File: src/design/tbp_pkg.sv
package tbp_pkg;

    // Geometry of the widget in pixels.
    localparam int OUTER_RADIUS = 180;
    localparam int BALL_RADIUS  = 30;
    localparam int TRAVEL_PX    = OUTER_RADIUS - BALL_RADIUS - 3;

    // Field and register widths.
    localparam int ANGLE_W   = 16;
    localparam int CFG_W     = 15;
    localparam int SHIFT_W   = 3;
    localparam int CFG_IDX_W = 2;
    localparam int POS_W     = 9;
    localparam int FILT_W    = 18;

    // Datapath widths: magnitudes of the targets, products, square root and divider.
    localparam int LF_W    = 16;
    localparam int MAG_W   = 31;
    localparam int PROD_W  = 2 * MAG_W;
    localparam int MAG2_W  = PROD_W + 1;
    localparam int RAD_W   = 64;
    localparam int ROOT_W  = RAD_W / 2;
    localparam int NUM_W   = MAG_W + LF_W;
    localparam int REM_W   = ROOT_W;
    localparam int CNT_W   = 5;
    localparam int SUM_W   = FILT_W + 1;

    // Travel length and rest position with 8 fraction bits.
    localparam logic [LF_W-1:0]   LF_PX   = LF_W'(TRAVEL_PX * 256);
    localparam longint unsigned   LF_LONG = longint'(TRAVEL_PX * 256);
    localparam logic [MAG2_W-1:0] LF_SQ   = MAG2_W'(LF_LONG * LF_LONG);
    localparam logic [SUM_W-1:0]  BASE_PX = SUM_W'((OUTER_RADIUS - BALL_RADIUS) * 256);

    // Iteration counts, loaded as the last count value.
    localparam logic [CNT_W-1:0] DIV_ANGLE_LAST = CNT_W'(MAG_W - 1);
    localparam logic [CNT_W-1:0] DIV_LIMIT_LAST = CNT_W'(LF_W - 1);
    localparam logic [CNT_W-1:0] ROOT_LAST      = CNT_W'(ROOT_W - 1);

    // Configuration register indexes.
    localparam logic [CFG_IDX_W-1:0] CFG_FULL_SCALE  = 2'd0;
    localparam logic [CFG_IDX_W-1:0] CFG_PITCH_LIMIT = 2'd1;
    localparam logic [CFG_IDX_W-1:0] CFG_ROLL_LIMIT  = 2'd2;
    localparam logic [CFG_IDX_W-1:0] CFG_SHIFT       = 2'd3;

    localparam logic [CFG_W-1:0]   FULL_SCALE_RST  = 15'd5760;
    localparam logic [CFG_W-1:0]   PITCH_LIMIT_RST = 15'd384;
    localparam logic [CFG_W-1:0]   ROLL_LIMIT_RST  = 15'd448;
    localparam logic [SHIFT_W-1:0] SHIFT_RST       = 3'd2;

    typedef enum logic [2:0] {
        MUL_HOLD,
        MUL_ROLL_LF,
        MUL_PITCH_LF,
        MUL_TX_SQ,
        MUL_TY_SQ,
        MUL_TX_LF,
        MUL_TY_LF
    } tbp_mul_t;

    typedef enum logic [1:0] {
        DIV_NONE,
        DIV_ANGLE,
        DIV_LIMIT
    } tbp_div_t;

    typedef enum logic [2:0] {
        LD_NONE,
        LD_CAPTURE,
        LD_TX,
        LD_TY,
        LD_MAG2,
        LD_MAG2_ACC,
        LD_ROOT,
        LD_EMIT
    } tbp_ld_t;

    // Datapath controls of one microcode step.
    typedef struct packed {
        tbp_mul_t mul_sel;
        tbp_div_t div_op;
        tbp_ld_t  ld_op;
        logic     root_start;
    } tbp_ctrl_t;

    // Datapath status seen by the jump logic.
    typedef struct packed {
        logic no_beat;
        logic div_busy;
        logic root_busy;
        logic in_range;
        logic out_full;
    } tbp_flags_t;

    function automatic logic [ANGLE_W-1:0] abs_angle(input logic signed [ANGLE_W-1:0] v);
        abs_angle = v[ANGLE_W-1] ? ANGLE_W'(-v) : ANGLE_W'(v);
    endfunction

    function automatic logic signed [FILT_W-1:0] signed_target(input logic neg,
                                                              input logic [LF_W-1:0] mag);
        logic signed [FILT_W-1:0] t;
        t = signed'({{(FILT_W-LF_W){1'b0}}, mag});
        signed_target = neg ? -t : t;
    endfunction

endpackage

File: src/design/tbp_if.sv
interface tbp_sample_if;
    import tbp_pkg::*;

    logic                      valid;
    logic                      ready;
    logic signed [ANGLE_W-1:0] pitch_angle;
    logic signed [ANGLE_W-1:0] roll_angle;

    modport source (output valid, output pitch_angle, output roll_angle, input ready);
    modport sink   (input valid, input pitch_angle, input roll_angle, output ready);
endinterface

interface tbp_result_if;
    import tbp_pkg::*;

    logic             valid;
    logic             ready;
    logic [POS_W-1:0] ball_x;
    logic [POS_W-1:0] ball_y;
    logic             is_level;

    modport source (output valid, output ball_x, output ball_y, output is_level, input ready);
    modport sink   (input valid, input ball_x, input ball_y, input is_level, output ready);
endinterface

File: src/design/tbp_divider.sv
module tbp_divider (
    input  logic                        clk,
    input  logic                        rst_n,
    input  logic                        start,
    input  logic [tbp_pkg::REM_W-1:0]   rem_init,
    input  logic [tbp_pkg::NUM_W-1:0]   num_init,
    input  logic [tbp_pkg::REM_W-1:0]   divisor,
    input  logic [tbp_pkg::CNT_W-1:0]   last_step,
    output logic                        busy,
    output logic [tbp_pkg::MAG_W-1:0]   quotient
);
    import tbp_pkg::*;

    logic [REM_W-1:0] rem_reg;
    logic [NUM_W-1:0] num_reg;
    logic [REM_W-1:0] div_reg;
    logic [MAG_W-1:0] quo_reg;
    logic [CNT_W-1:0] cnt_reg;
    logic             busy_reg;

    logic [REM_W:0]   shifted;
    logic [REM_W+1:0] diff;
    logic             fits;

    // Restoring division, one quotient bit a cycle.
    assign shifted = {rem_reg, num_reg[NUM_W-1]};
    assign diff    = {1'b0, shifted} - {2'b00, div_reg};
    assign fits    = ~diff[REM_W+1];

    always_ff @(posedge clk or negedge rst_n)
    begin
        if (!rst_n)
        begin
            busy_reg <= 1'b0;
            cnt_reg  <= '0;
        end
        else if (start)
        begin
            busy_reg <= 1'b1;
            cnt_reg  <= last_step;
        end
        else if (busy_reg)
        begin
            if (cnt_reg == '0)
            begin
                busy_reg <= 1'b0;
            end
            else
            begin
                cnt_reg <= cnt_reg - 1'b1;
            end
        end
    end

    always_ff @(posedge clk)
    begin
        if (start)
        begin
            rem_reg <= rem_init;
            num_reg <= num_init;
            div_reg <= divisor;
            quo_reg <= '0;
        end
        else if (busy_reg)
        begin
            rem_reg <= fits ? diff[REM_W-1:0] : shifted[REM_W-1:0];
            num_reg <= {num_reg[NUM_W-2:0], 1'b0};
            quo_reg <= {quo_reg[MAG_W-2:0], fits};
        end
    end

    assign busy     = busy_reg;
    assign quotient = quo_reg;
endmodule

File: src/design/tbp_sqrt.sv
module tbp_sqrt (
    input  logic                        clk,
    input  logic                        rst_n,
    input  logic                        start,
    input  logic [tbp_pkg::RAD_W-1:0]   radicand,
    output logic                        busy,
    output logic [tbp_pkg::ROOT_W-1:0]  root
);
    import tbp_pkg::*;

    localparam int RREM_W = ROOT_W + 2;

    logic [RAD_W-1:0]  rad_reg;
    logic [RREM_W-1:0] rem_reg;
    logic [ROOT_W-1:0] root_reg;
    logic [CNT_W-1:0]  cnt_reg;
    logic              busy_reg;

    logic [RREM_W+1:0] shifted;
    logic [RREM_W+1:0] trial;
    logic [RREM_W+2:0] diff;
    logic              fits;

    // Integer square root, one root bit (two radicand bits) a cycle.
    assign shifted = {rem_reg, rad_reg[RAD_W-1 -: 2]};
    assign trial   = {2'b00, root_reg, 2'b01};
    assign diff    = {1'b0, shifted} - {1'b0, trial};
    assign fits    = ~diff[RREM_W+2];

    always_ff @(posedge clk or negedge rst_n)
    begin
        if (!rst_n)
        begin
            busy_reg <= 1'b0;
            cnt_reg  <= '0;
        end
        else if (start)
        begin
            busy_reg <= 1'b1;
            cnt_reg  <= ROOT_LAST;
        end
        else if (busy_reg)
        begin
            if (cnt_reg == '0)
            begin
                busy_reg <= 1'b0;
            end
            else
            begin
                cnt_reg <= cnt_reg - 1'b1;
            end
        end
    end

    always_ff @(posedge clk)
    begin
        if (start)
        begin
            rad_reg  <= radicand;
            rem_reg  <= '0;
            root_reg <= '0;
        end
        else if (busy_reg)
        begin
            rad_reg  <= {rad_reg[RAD_W-3:0], 2'b00};
            rem_reg  <= fits ? diff[RREM_W-1:0] : shifted[RREM_W-1:0];
            root_reg <= {root_reg[ROOT_W-2:0], fits};
        end
    end

    assign busy = busy_reg;
    assign root = root_reg;
endmodule

File: src/design/tbp_sequencer.sv
module tbp_sequencer (
    input  logic                clk,
    input  logic                rst_n,
    input  tbp_pkg::tbp_flags_t flags,
    output tbp_pkg::tbp_ctrl_t  ctrl
);
    import tbp_pkg::*;

    localparam int STEP_W = 5;

    typedef enum logic [2:0] {
        J_NEXT,
        J_ALWAYS,
        J_NO_BEAT,
        J_DIV_BUSY,
        J_ROOT_BUSY,
        J_IN_RANGE,
        J_OUT_FULL
    } tbp_jump_t;

    typedef struct packed {
        tbp_ctrl_t         ctrl;
        tbp_jump_t         jump;
        logic [STEP_W-1:0] target;
    } tbp_uword_t;

    localparam logic [STEP_W-1:0] S_IDLE       = 5'd0;
    localparam logic [STEP_W-1:0] S_MUL_ROLL   = 5'd1;
    localparam logic [STEP_W-1:0] S_DIV_ROLL   = 5'd2;
    localparam logic [STEP_W-1:0] S_WAIT_ROLL  = 5'd3;
    localparam logic [STEP_W-1:0] S_DIV_PITCH  = 5'd4;
    localparam logic [STEP_W-1:0] S_WAIT_PITCH = 5'd5;
    localparam logic [STEP_W-1:0] S_SQ_X       = 5'd6;
    localparam logic [STEP_W-1:0] S_SQ_Y       = 5'd7;
    localparam logic [STEP_W-1:0] S_SUM        = 5'd8;
    localparam logic [STEP_W-1:0] S_TEST       = 5'd9;
    localparam logic [STEP_W-1:0] S_ROOT       = 5'd10;
    localparam logic [STEP_W-1:0] S_WAIT_ROOT  = 5'd11;
    localparam logic [STEP_W-1:0] S_MUL_X      = 5'd12;
    localparam logic [STEP_W-1:0] S_DIV_X      = 5'd13;
    localparam logic [STEP_W-1:0] S_WAIT_X     = 5'd14;
    localparam logic [STEP_W-1:0] S_DIV_Y      = 5'd15;
    localparam logic [STEP_W-1:0] S_WAIT_Y     = 5'd16;
    localparam logic [STEP_W-1:0] S_LOAD_Y     = 5'd17;
    localparam logic [STEP_W-1:0] S_EMIT       = 5'd18;
    localparam logic [STEP_W-1:0] S_DONE       = 5'd19;

    function automatic tbp_uword_t uw(input tbp_mul_t m, input tbp_div_t d, input tbp_ld_t l,
                                      input logic r, input tbp_jump_t j,
                                      input logic [STEP_W-1:0] t);
        tbp_uword_t w;
        w.ctrl.mul_sel    = m;
        w.ctrl.div_op     = d;
        w.ctrl.ld_op      = l;
        w.ctrl.root_start = r;
        w.jump            = j;
        w.target          = t;
        uw = w;
    endfunction

    logic [STEP_W-1:0] step_reg;
    logic [STEP_W-1:0] step_next;
    tbp_uword_t        word;
    logic              take_jump;

    // The program. A jump is taken when its condition holds, else the next step follows.
    always_comb
    begin
        case (step_reg)
            S_IDLE:       word = uw(MUL_HOLD,     DIV_NONE,  LD_CAPTURE,  1'b0, J_NO_BEAT,   S_IDLE);
            S_MUL_ROLL:   word = uw(MUL_ROLL_LF,  DIV_NONE,  LD_NONE,     1'b0, J_NEXT,      S_IDLE);
            S_DIV_ROLL:   word = uw(MUL_PITCH_LF, DIV_ANGLE, LD_NONE,     1'b0, J_NEXT,      S_IDLE);
            S_WAIT_ROLL:  word = uw(MUL_HOLD,     DIV_NONE,  LD_NONE,     1'b0, J_DIV_BUSY,  S_WAIT_ROLL);
            S_DIV_PITCH:  word = uw(MUL_HOLD,     DIV_ANGLE, LD_TX,       1'b0, J_NEXT,      S_IDLE);
            S_WAIT_PITCH: word = uw(MUL_HOLD,     DIV_NONE,  LD_NONE,     1'b0, J_DIV_BUSY,  S_WAIT_PITCH);
            S_SQ_X:       word = uw(MUL_TX_SQ,    DIV_NONE,  LD_TY,       1'b0, J_NEXT,      S_IDLE);
            S_SQ_Y:       word = uw(MUL_TY_SQ,    DIV_NONE,  LD_MAG2,     1'b0, J_NEXT,      S_IDLE);
            S_SUM:        word = uw(MUL_HOLD,     DIV_NONE,  LD_MAG2_ACC, 1'b0, J_NEXT,      S_IDLE);
            S_TEST:       word = uw(MUL_HOLD,     DIV_NONE,  LD_NONE,     1'b0, J_IN_RANGE,  S_EMIT);
            S_ROOT:       word = uw(MUL_HOLD,     DIV_NONE,  LD_NONE,     1'b1, J_NEXT,      S_IDLE);
            S_WAIT_ROOT:  word = uw(MUL_HOLD,     DIV_NONE,  LD_NONE,     1'b0, J_ROOT_BUSY, S_WAIT_ROOT);
            S_MUL_X:      word = uw(MUL_TX_LF,    DIV_NONE,  LD_ROOT,     1'b0, J_NEXT,      S_IDLE);
            S_DIV_X:      word = uw(MUL_TY_LF,    DIV_LIMIT, LD_NONE,     1'b0, J_NEXT,      S_IDLE);
            S_WAIT_X:     word = uw(MUL_HOLD,     DIV_NONE,  LD_NONE,     1'b0, J_DIV_BUSY,  S_WAIT_X);
            S_DIV_Y:      word = uw(MUL_HOLD,     DIV_LIMIT, LD_TX,       1'b0, J_NEXT,      S_IDLE);
            S_WAIT_Y:     word = uw(MUL_HOLD,     DIV_NONE,  LD_NONE,     1'b0, J_DIV_BUSY,  S_WAIT_Y);
            S_LOAD_Y:     word = uw(MUL_HOLD,     DIV_NONE,  LD_TY,       1'b0, J_NEXT,      S_IDLE);
            S_EMIT:       word = uw(MUL_HOLD,     DIV_NONE,  LD_EMIT,     1'b0, J_OUT_FULL,  S_EMIT);
            S_DONE:       word = uw(MUL_HOLD,     DIV_NONE,  LD_NONE,     1'b0, J_ALWAYS,    S_IDLE);
            default:      word = uw(MUL_HOLD,     DIV_NONE,  LD_NONE,     1'b0, J_ALWAYS,    S_IDLE);
        endcase
    end

    always_comb
    begin
        case (word.jump)
            J_NEXT:      take_jump = 1'b0;
            J_ALWAYS:    take_jump = 1'b1;
            J_NO_BEAT:   take_jump = flags.no_beat;
            J_DIV_BUSY:  take_jump = flags.div_busy;
            J_ROOT_BUSY: take_jump = flags.root_busy;
            J_IN_RANGE:  take_jump = flags.in_range;
            J_OUT_FULL:  take_jump = flags.out_full;
            default:     take_jump = 1'b1;
        endcase
        step_next = take_jump ? word.target : step_reg + 1'b1;
    end

    always_ff @(posedge clk or negedge rst_n)
    begin
        if (!rst_n)
        begin
            step_reg <= S_IDLE;
        end
        else
        begin
            step_reg <= step_next;
        end
    end

    assign ctrl = word.ctrl;
endmodule

File: src/design/tilt_to_bubble_position_core.sv
// Tilt to bubble position.
// A beat on the sample channel carries a pitch and a roll angle in signed
// 1/128-degree units. For each sample the block sends one beat on the result
// channel: the ball's top-left pixel position inside the level widget, after
// clamping to the rim and exponential smoothing, and a flag that is set when
// both angles lie under their level limits.
// Configuration registers are written through cfg_write_en, cfg_index and
// cfg_data, and should only be written while no sample is in flight.
// A small microcode program steps one multiplier, a one-bit-a-cycle divider
// and a one-bit-a-cycle square root unit through the sample. The result
// register loads after the two angle divisions and, when the target lies
// beyond the rim, after the square root and two short divisions as well.
// One sample is worked on at a time; the next is accepted once the result
// register has loaded and the program has passed its done step back to
// idle. The result register holds its beat while the receiver stalls, and
// the block still accepts and works on the next sample, waiting only if
// that sample is finished before the previous beat has gone. Reset clears
// the smoothing filter to the centre, restores the register defaults and
// empties the result register.
module tilt_to_bubble_position_core (
    input  logic                            clk,
    input  logic                            rst_n,
    input  logic                            cfg_write_en,
    input  logic [tbp_pkg::CFG_IDX_W-1:0]   cfg_index,
    input  logic [tbp_pkg::CFG_W-1:0]       cfg_data,
    tbp_sample_if.sink                      sample,
    tbp_result_if.source                    result
);
    import tbp_pkg::*;

    tbp_ctrl_t  ctrl;
    tbp_flags_t flags;

    // Configuration.
    logic [CFG_W-1:0]   full_scale_reg;
    logic [CFG_W-1:0]   pitch_limit_reg;
    logic [CFG_W-1:0]   roll_limit_reg;
    logic [SHIFT_W-1:0] shift_reg;

    // Datapath registers.
    logic signed [ANGLE_W-1:0] pitch_reg;
    logic signed [ANGLE_W-1:0] roll_reg;
    logic [MAG_W-1:0]          tx_mag_reg;
    logic [MAG_W-1:0]          ty_mag_reg;
    logic [PROD_W-1:0]         prod_reg;
    logic [MAG2_W-1:0]         mag2_reg;
    logic [ROOT_W-1:0]         root_reg;
    logic signed [FILT_W-1:0]  filt_x_reg;
    logic signed [FILT_W-1:0]  filt_y_reg;

    logic             result_valid_reg;
    logic [POS_W-1:0] ball_x_reg;
    logic [POS_W-1:0] ball_y_reg;
    logic             is_level_reg;

    logic [ANGLE_W-1:0] pitch_mag;
    logic [ANGLE_W-1:0] roll_mag;
    logic [MAG_W-1:0]   mul_a;
    logic [MAG_W-1:0]   mul_b;
    logic [PROD_W-1:0]  prod;
    logic [CFG_W-1:0]   full_scale_eff;

    logic               div_start;
    logic [REM_W-1:0]   div_rem_init;
    logic [NUM_W-1:0]   div_num_init;
    logic [REM_W-1:0]   div_divisor;
    logic [CNT_W-1:0]   div_last;
    logic               div_busy;
    logic [MAG_W-1:0]   div_quo;

    logic               root_busy;
    logic [ROOT_W-1:0]  root;

    logic               capture;
    logic               emit;
    logic               out_full;

    logic signed [FILT_W-1:0] tgt_x;
    logic signed [FILT_W-1:0] tgt_y;
    logic signed [FILT_W-1:0] filt_x_next;
    logic signed [FILT_W-1:0] filt_y_next;
    logic signed [SUM_W-1:0]  pos_x;
    logic signed [SUM_W-1:0]  pos_y;
    logic                     level;

    tbp_sequencer u_sequencer (
        .clk   (clk),
        .rst_n (rst_n),
        .flags (flags),
        .ctrl  (ctrl)
    );

    tbp_divider u_divider (
        .clk       (clk),
        .rst_n     (rst_n),
        .start     (div_start),
        .rem_init  (div_rem_init),
        .num_init  (div_num_init),
        .divisor   (div_divisor),
        .last_step (div_last),
        .busy      (div_busy),
        .quotient  (div_quo)
    );

    tbp_sqrt u_sqrt (
        .clk      (clk),
        .rst_n    (rst_n),
        .start    (ctrl.root_start),
        .radicand ({{(RAD_W-MAG2_W){1'b0}}, mag2_reg}),
        .busy     (root_busy),
        .root     (root)
    );

    assign pitch_mag      = abs_angle(pitch_reg);
    assign roll_mag       = abs_angle(roll_reg);
    assign full_scale_eff = (full_scale_reg == '0) ? CFG_W'(1) : full_scale_reg;

    always_comb
    begin
        case (ctrl.mul_sel)
            MUL_ROLL_LF:
            begin
                mul_a = MAG_W'(roll_mag);
                mul_b = MAG_W'(LF_PX);
            end
            MUL_PITCH_LF:
            begin
                mul_a = MAG_W'(pitch_mag);
                mul_b = MAG_W'(LF_PX);
            end
            MUL_TX_SQ:
            begin
                mul_a = tx_mag_reg;
                mul_b = tx_mag_reg;
            end
            MUL_TY_SQ:
            begin
                mul_a = ty_mag_reg;
                mul_b = ty_mag_reg;
            end
            MUL_TX_LF:
            begin
                mul_a = tx_mag_reg;
                mul_b = MAG_W'(LF_PX);
            end
            MUL_TY_LF:
            begin
                mul_a = ty_mag_reg;
                mul_b = MAG_W'(LF_PX);
            end
            default:
            begin
                mul_a = '0;
                mul_b = '0;
            end
        endcase
    end

    assign prod = mul_a * mul_b;

    // The angle division runs over the whole product. The clamping quotient
    // never exceeds the travel length, so its top bits go straight into the
    // partial remainder and only the low bits are worked through.
    always_comb
    begin
        div_start    = 1'b0;
        div_rem_init = '0;
        div_num_init = {prod_reg[MAG_W-1:0], {LF_W{1'b0}}};
        div_divisor  = REM_W'(full_scale_eff);
        div_last     = DIV_ANGLE_LAST;
        case (ctrl.div_op)
            DIV_ANGLE:
            begin
                div_start = 1'b1;
            end
            DIV_LIMIT:
            begin
                div_start    = 1'b1;
                div_rem_init = REM_W'(prod_reg[NUM_W-1:LF_W]);
                div_num_init = {prod_reg[LF_W-1:0], {MAG_W{1'b0}}};
                div_divisor  = root_reg;
                div_last     = DIV_LIMIT_LAST;
            end
            default:
            begin
                div_start = 1'b0;
            end
        endcase
    end

    assign out_full = result_valid_reg && !result.ready;
    assign capture  = (ctrl.ld_op == LD_CAPTURE) && sample.valid;
    assign emit     = (ctrl.ld_op == LD_EMIT) && !out_full;

    assign flags.no_beat   = !sample.valid;
    assign flags.div_busy  = div_busy;
    assign flags.root_busy = root_busy;
    assign flags.in_range  = (mag2_reg <= LF_SQ);
    assign flags.out_full  = out_full;

    // Smoothing: an arithmetic shift rounds the step towards minus infinity.
    assign tgt_x       = signed_target(roll_reg[ANGLE_W-1], tx_mag_reg[LF_W-1:0]);
    assign tgt_y       = signed_target(pitch_reg[ANGLE_W-1], ty_mag_reg[LF_W-1:0]);
    assign filt_x_next = filt_x_reg + ((tgt_x - filt_x_reg) >>> shift_reg);
    assign filt_y_next = filt_y_reg + ((tgt_y - filt_y_reg) >>> shift_reg);
    assign pos_x       = signed'(BASE_PX) + SUM_W'(filt_x_next);
    assign pos_y       = signed'(BASE_PX) + SUM_W'(filt_y_next);
    assign level       = (pitch_mag < {1'b0, pitch_limit_reg}) &&
                         (roll_mag < {1'b0, roll_limit_reg});

    always_ff @(posedge clk or negedge rst_n)
    begin
        if (!rst_n)
        begin
            full_scale_reg   <= FULL_SCALE_RST;
            pitch_limit_reg  <= PITCH_LIMIT_RST;
            roll_limit_reg   <= ROLL_LIMIT_RST;
            shift_reg        <= SHIFT_RST;
            filt_x_reg       <= '0;
            filt_y_reg       <= '0;
            result_valid_reg <= 1'b0;
        end
        else
        begin
            if (cfg_write_en)
            begin
                case (cfg_index)
                    CFG_FULL_SCALE:  full_scale_reg  <= cfg_data;
                    CFG_PITCH_LIMIT: pitch_limit_reg <= cfg_data;
                    CFG_ROLL_LIMIT:  roll_limit_reg  <= cfg_data;
                    CFG_SHIFT:       shift_reg       <= cfg_data[SHIFT_W-1:0];
                    default:         ;
                endcase
            end
            if (emit)
            begin
                filt_x_reg       <= filt_x_next;
                filt_y_reg       <= filt_y_next;
                result_valid_reg <= 1'b1;
            end
            else if (result.ready)
            begin
                result_valid_reg <= 1'b0;
            end
        end
    end

    always_ff @(posedge clk)
    begin
        if (capture)
        begin
            pitch_reg <= sample.pitch_angle;
            roll_reg  <= sample.roll_angle;
        end
        if (ctrl.mul_sel != MUL_HOLD)
        begin
            prod_reg <= prod;
        end
        case (ctrl.ld_op)
            LD_TX:       tx_mag_reg <= div_quo;
            LD_TY:       ty_mag_reg <= div_quo;
            LD_MAG2:     mag2_reg   <= {1'b0, prod_reg};
            LD_MAG2_ACC: mag2_reg   <= mag2_reg + {1'b0, prod_reg};
            LD_ROOT:     root_reg   <= root;
            default:     ;
        endcase
        if (emit)
        begin
            ball_x_reg   <= pos_x[POS_W+7:8];
            ball_y_reg   <= pos_y[POS_W+7:8];
            is_level_reg <= level;
        end
    end

    assign sample.ready    = (ctrl.ld_op == LD_CAPTURE);
    assign result.valid    = result_valid_reg;
    assign result.ball_x   = ball_x_reg;
    assign result.ball_y   = ball_y_reg;
    assign result.is_level = is_level_reg;
endmodule
File: src/flat_wrapper.sv
// flat-port wrapper written by rule: the top's interface ports become plain ports
module tilt_to_bubble_position_core_flat import tbp_pkg::*;
  (clk, rst_n, cfg_write_en, cfg_index, cfg_data, sample_valid, sample_pitch_angle, sample_roll_angle, sample_ready, result_valid, result_ball_x, result_ball_y, result_is_level, result_ready);
  tbp_sample_if sample_i ();
  tbp_result_if result_i ();
  input  logic clk;
  input  logic rst_n;
  input  logic cfg_write_en;
  input  logic [tbp_pkg::CFG_IDX_W-1:0] cfg_index;
  input  logic [tbp_pkg::CFG_W-1:0] cfg_data;
  input wire logic [$bits(sample_i.valid)-1:0] sample_valid;
  input wire logic [$bits(sample_i.pitch_angle)-1:0] sample_pitch_angle;
  input wire logic [$bits(sample_i.roll_angle)-1:0] sample_roll_angle;
  output wire logic [$bits(sample_i.ready)-1:0] sample_ready;
  output wire logic [$bits(result_i.valid)-1:0] result_valid;
  output wire logic [$bits(result_i.ball_x)-1:0] result_ball_x;
  output wire logic [$bits(result_i.ball_y)-1:0] result_ball_y;
  output wire logic [$bits(result_i.is_level)-1:0] result_is_level;
  input wire logic [$bits(result_i.ready)-1:0] result_ready;
  assign sample_i.valid = sample_valid;
  assign sample_i.pitch_angle = sample_pitch_angle;
  assign sample_i.roll_angle = sample_roll_angle;
  assign sample_ready = sample_i.ready;
  assign result_valid = result_i.valid;
  assign result_ball_x = result_i.ball_x;
  assign result_ball_y = result_i.ball_y;
  assign result_is_level = result_i.is_level;
  assign result_i.ready = result_ready;
  tilt_to_bubble_position_core u_core (.clk(clk), .rst_n(rst_n), .cfg_write_en(cfg_write_en), .cfg_index(cfg_index), .cfg_data(cfg_data), .sample(sample_i), .result(result_i));
endmodule
File: config.mk
export PLATFORM = sky130hd
export DESIGN_NAME = tilt_to_bubble_position_core_flat
export DESIGN_NICKNAME = d
export VERILOG_FILES = /design/src/design/tbp_pkg.sv /design/src/design/tbp_if.sv /design/src/design/tbp_divider.sv /design/src/design/tbp_sqrt.sv /design/src/design/tbp_sequencer.sv /design/src/design/tilt_to_bubble_position_core.sv /design/src/flat_wrapper.sv
export SDC_FILE = /design/constraint.sdc
export NUM_CORES = 2
export LEC_CHECK = 0
export ABC_CLOCK_PERIOD_IN_PS = 31800
export BUFFER_PORTS_ARGS = -buffer_cell sky130_fd_sc_hd__buf_2
export CAP_MARGIN = 20
export CORE_ASPECT_RATIO = 1.4
export CORE_MARGIN = 5
export CORE_UTILIZATION = 29
export DETAILED_ROUTE_END_ITERATION = 12
export PLACE_DENSITY = 0.4
export SYNTH_ARGS = -nofsm -noshare
export SYNTH_HDL_FRONTEND = slang
export SYNTH_SLANG_ARGS = --single-unit
File: constraint.sdc
create_clock -name clk -period 31.8 [get_ports clk]
set_input_delay 3.18 -clock clk [delete_from_list [all_inputs] [get_ports clk]]
set_output_delay 3.18 -clock clk [all_outputs]
set_load 0.02 [all_outputs]
==> results.py <==
metrics = {
    "worst_setup_path": {
        "r2r_slack_ns": 19.54,
        "r2r_cells": 37,
        "cp.arrival_ns": 12.67,
        "path_class": "reg2reg",
        "slowest_stage": "dfrtp_1",
        "cp_max_fo": 56,
        "r2r-start": "u_core.u_sequencer.step_reg[2]",
        "crit_required_ns": 32.21,
        "cp-end-kind": "register",
        "crit_start": "u_core.u_sequencer.step_reg[2]",
        "critPathBufInv": 9,
        "cp_top_family": "adder cells",
        "crit_path_start_kind": "register",
        "cpMostUsedCell": "fa_1",
        "cpPeakStageDelay_ns": 0.76,
        "r2r-end": "u_core.prod_reg[60]",
    },
    "timing": {
        "skew_ns": 0.0471,
        "hold_viol_final": 0,
        "setup_violations": 0,
        "setup_tns_ns": 0,
        "min_period_over_period": 0.386,
        "rsz0062_at_grt": "false",
        "worst_pin_slew_ns": 1.36,
        "fmax_ghz": 0.0816,
        "drv_slew": 0,
        "relSlewSlack": 0.0912,
        "min_period_ns": 12.26,
    },
    "power_and_ir_drop": {
        "clockPowerShare": 0.443,
        "power_leakage_nw": 33.5,
        "power_w": 0.00199,
        "p_sw_w": 0.000523,
        "swShare": 0.263,
        "irDropWorstVdd_uv": 35.3,
        "powerDensity_nw_per_um2": 26.5,
        "internal-power_w": 0.00147,
        "p_comb_frac": 0.105,
        "power_frac_seq": 0.452,
    },
    "cts": {
        "htree_levels": 3,
        "cts.reportedPaths.clkPinSlew_ns": 0.06,
        "root_buffer": "clkbuf_16",
        "cts_max_path_buffers": 3,
        "cts.sinks": 628,
        "cts_hold_buffers": 0,
        "clock_latency_ns": 0.69,
        "postCtsSetupBuffers": 0,
        "cts_tree": "built",
        "numCtsBuffers": 77,
        "cts_resized": 0,
    },
    "place": {
        "finalWeightedCongestion": 0.888,
        "io_buffers": 74,
        "dp_hpwl_mm": 202,
    },
    "detailed_routing": {
        "ant_nets": 0,
        "avgViaCountPerCell": 5.03,
        "dr_wl_met3_mm": 8.74,
        "routed_wl_mm": 255,
        "vias": 52700,
        "drc": 0,
        "top_layer": "met4",
        "avgRoutedWirePerCell_um": 24.4,
        "drt_iter0_drc": 3146,
        "wl_met2_mm": 135,
        "met1_length_mm": 97.6,
        "first_pass_iters": 5,
    },
    "floorplan": {
        "die_x_um": 421,
        "rows": 211,
        "die_h_um": 585,
        "coreArea_sq_um": 236000,
        "ios": 75,
        "dieArea_sq_um": 246000,
        "initial_utilization": 0.291,
    },
    "synthesis": {
        "yosys_register_bits": 628,
        "synth_async_sr_flop_share": 0.162,
        "synth_most_common_cell": "nand2_1",
        "yosysTopAreaCellShare": 0.246,
        "yosys_most_used_dff": "edfxtp_1",
        "avgSynthCellArea_sq_um": 9.26,
        "syn_area_sq_um": 68600,
        "synth-seq-area-share": 0.253,
        "yosysWarnings": 0,
        "synthesis.nets": 8804,
        "synth.distinct_cells": 103,
        "syn_inst": 7407,
        "synth_top_cell_by_area": "fa_1",
        "synth_common_cells": "nand2_1, inv_1, fa_1, nor2_1, ha_1",
        "synth_edf_count": 428,
        "synth_top_cells_by_area": "fa_1, edfxtp_1, ha_1",
    },
    "global_routing": {
        "grt_max_degree": 89,
        "grtUsageTotal": 0.205,
        "grt_pass1_wl_mm": 377,
        "gr-total-overflow": 0,
        "antenna_found_initial": 7,
        "grt_pass1_vias": 57000,
    },
    "min_path": {
        "holdPathEnd": "u_core.tx_mag_reg[30]",
        "hold_path_class": "reg2reg",
        "holdPathStages": 0,
        "min_from": "u_core.u_divider.quotient[30]",
    },
    "final_layout": {
        "fin_util": 0.319,
        "nets": 8718,
        "fill_cells": 24600,
        "largest_reg_flops": 64,
        "drive_gt1_frac": 0.0666,
        "syn_to_final_growth_pct": 9.55,
    },
    "run": {
        "maxCapViolations": 0,
    },
    "outcome": {
        "status": "completed",
    },
}
power by group through the flow:
stage,clock [W],sequential [W],combinational (W)
finish,0.000882,0.000899,0.000209
global route,0.000947,0.000900,0.000235
CTS,0.000917,0.000899,0.000211
detailed placement,0,0.000916,0.000210
global placement,0,0.000916,0.000209
floorplan,0,0.000909,0.000159
worst reg2reg max path, delay by kind of cell, from the launching register on:
kind                     cells  cell delay [ns]
adder cells (fa/ha/maj)     10             4.61
XOR/XNOR                     1             0.11
buffers and inverters        9             1.30
AO/OA/AOI/OAI               14             4.37
AND/OR/NAND/NOR              3             0.83
flip-flops                   1             0.76
cell families after synthesis:
group | Yosys count | synth area share
flops | 628 | 0.253
buf+inv | 1438 | 0.0792
fa+ha+maj | 1343 | 0.337
simple gates | 2222 | 0.138
mux | 231 | 0.0362
compound gates | 1247 | 0.118
xor+xnor | 298 | 0.0381
through the flow:
| stage | cells | setup slack, ns | instance area (sq um) | hold WS [ns] |
|---|---|---|---|---|
| 2_1_floorplan | 7407 | 21.78 | 68600 | 0.421 |
| 3_3_place_gp | 10300 | 19.43 | 72500 | 0.444 |
| 3_5_place_dp | 10300 | 19.62 | 72600 | 0.449 |
| 4_1_cts | 10500 | 19.59 | 75100 | 0.468 |
| 5_1_grt | 10500 | 19.09 | 75100 | 0.488 |
| 6_report | 10500 | 19.54 | 75100 | 0.460 |
cell usage in the layout, fill, tap and decap left out, types with 35 or more instances in the layout:
cell type and n:
o21a_1 46, nor2_1 656, o21ai_0 333, nor3_1 56
xnor2_1 193, clkbuf_16 77, xor2_1 105, o21bai_1 38
a31oi_1 35, fa_1 843, nand2b_1 49, inv_1 1066
a21oi_1 302, buf_4 114, mux2_2 78, and2_1 58
edfxtp_1 428, nor2b_1 43, dfxtp_1 98, and3_1 36
nand2_1 1092, o31ai_1 35, a21o_1 136, mux2i_1 147
a211oi_1 39, buf_2 73, ha_1 498, dfrtp_1 90
nand3_1 73, nand4_1 49
worst max path at each step:
stage | end | cells after the start
after floorplan | u_core.prod_reg[51] | 40
after detailed placement | u_core.prod_reg[60] | 35
after CTS | u_core.prod_reg[60] | 35
after global placement | u_core.prod_reg[60] | 36
after global routing | u_core.prod_reg[60] | 37
final | u_core.prod_reg[60] | 37
layer usage:
layer | vias up | global-route usage
li1 | 24100 | -
met1 | 26900 | 0.230
met4 | 0 | 0.0984
met5 | - | 0
met2 | 1183 | 0.390
met3 | 474 | 0.0180
final cells by class:
class                      instances  area (sq um)  area share
antenna                            3          7.51   0.0000999
clock buffer                     103          2050      0.0273
clock inverter                    40           440     0.00586
inverter                        1082          4060      0.0541
multi-input combinational       5341         46000       0.612
sequential                       628         17400       0.231
tap                             3088          3860      0.0514
timing repair buffer             191          1320      0.0175
No activity file was read; power rests on OpenSTA's default activity.
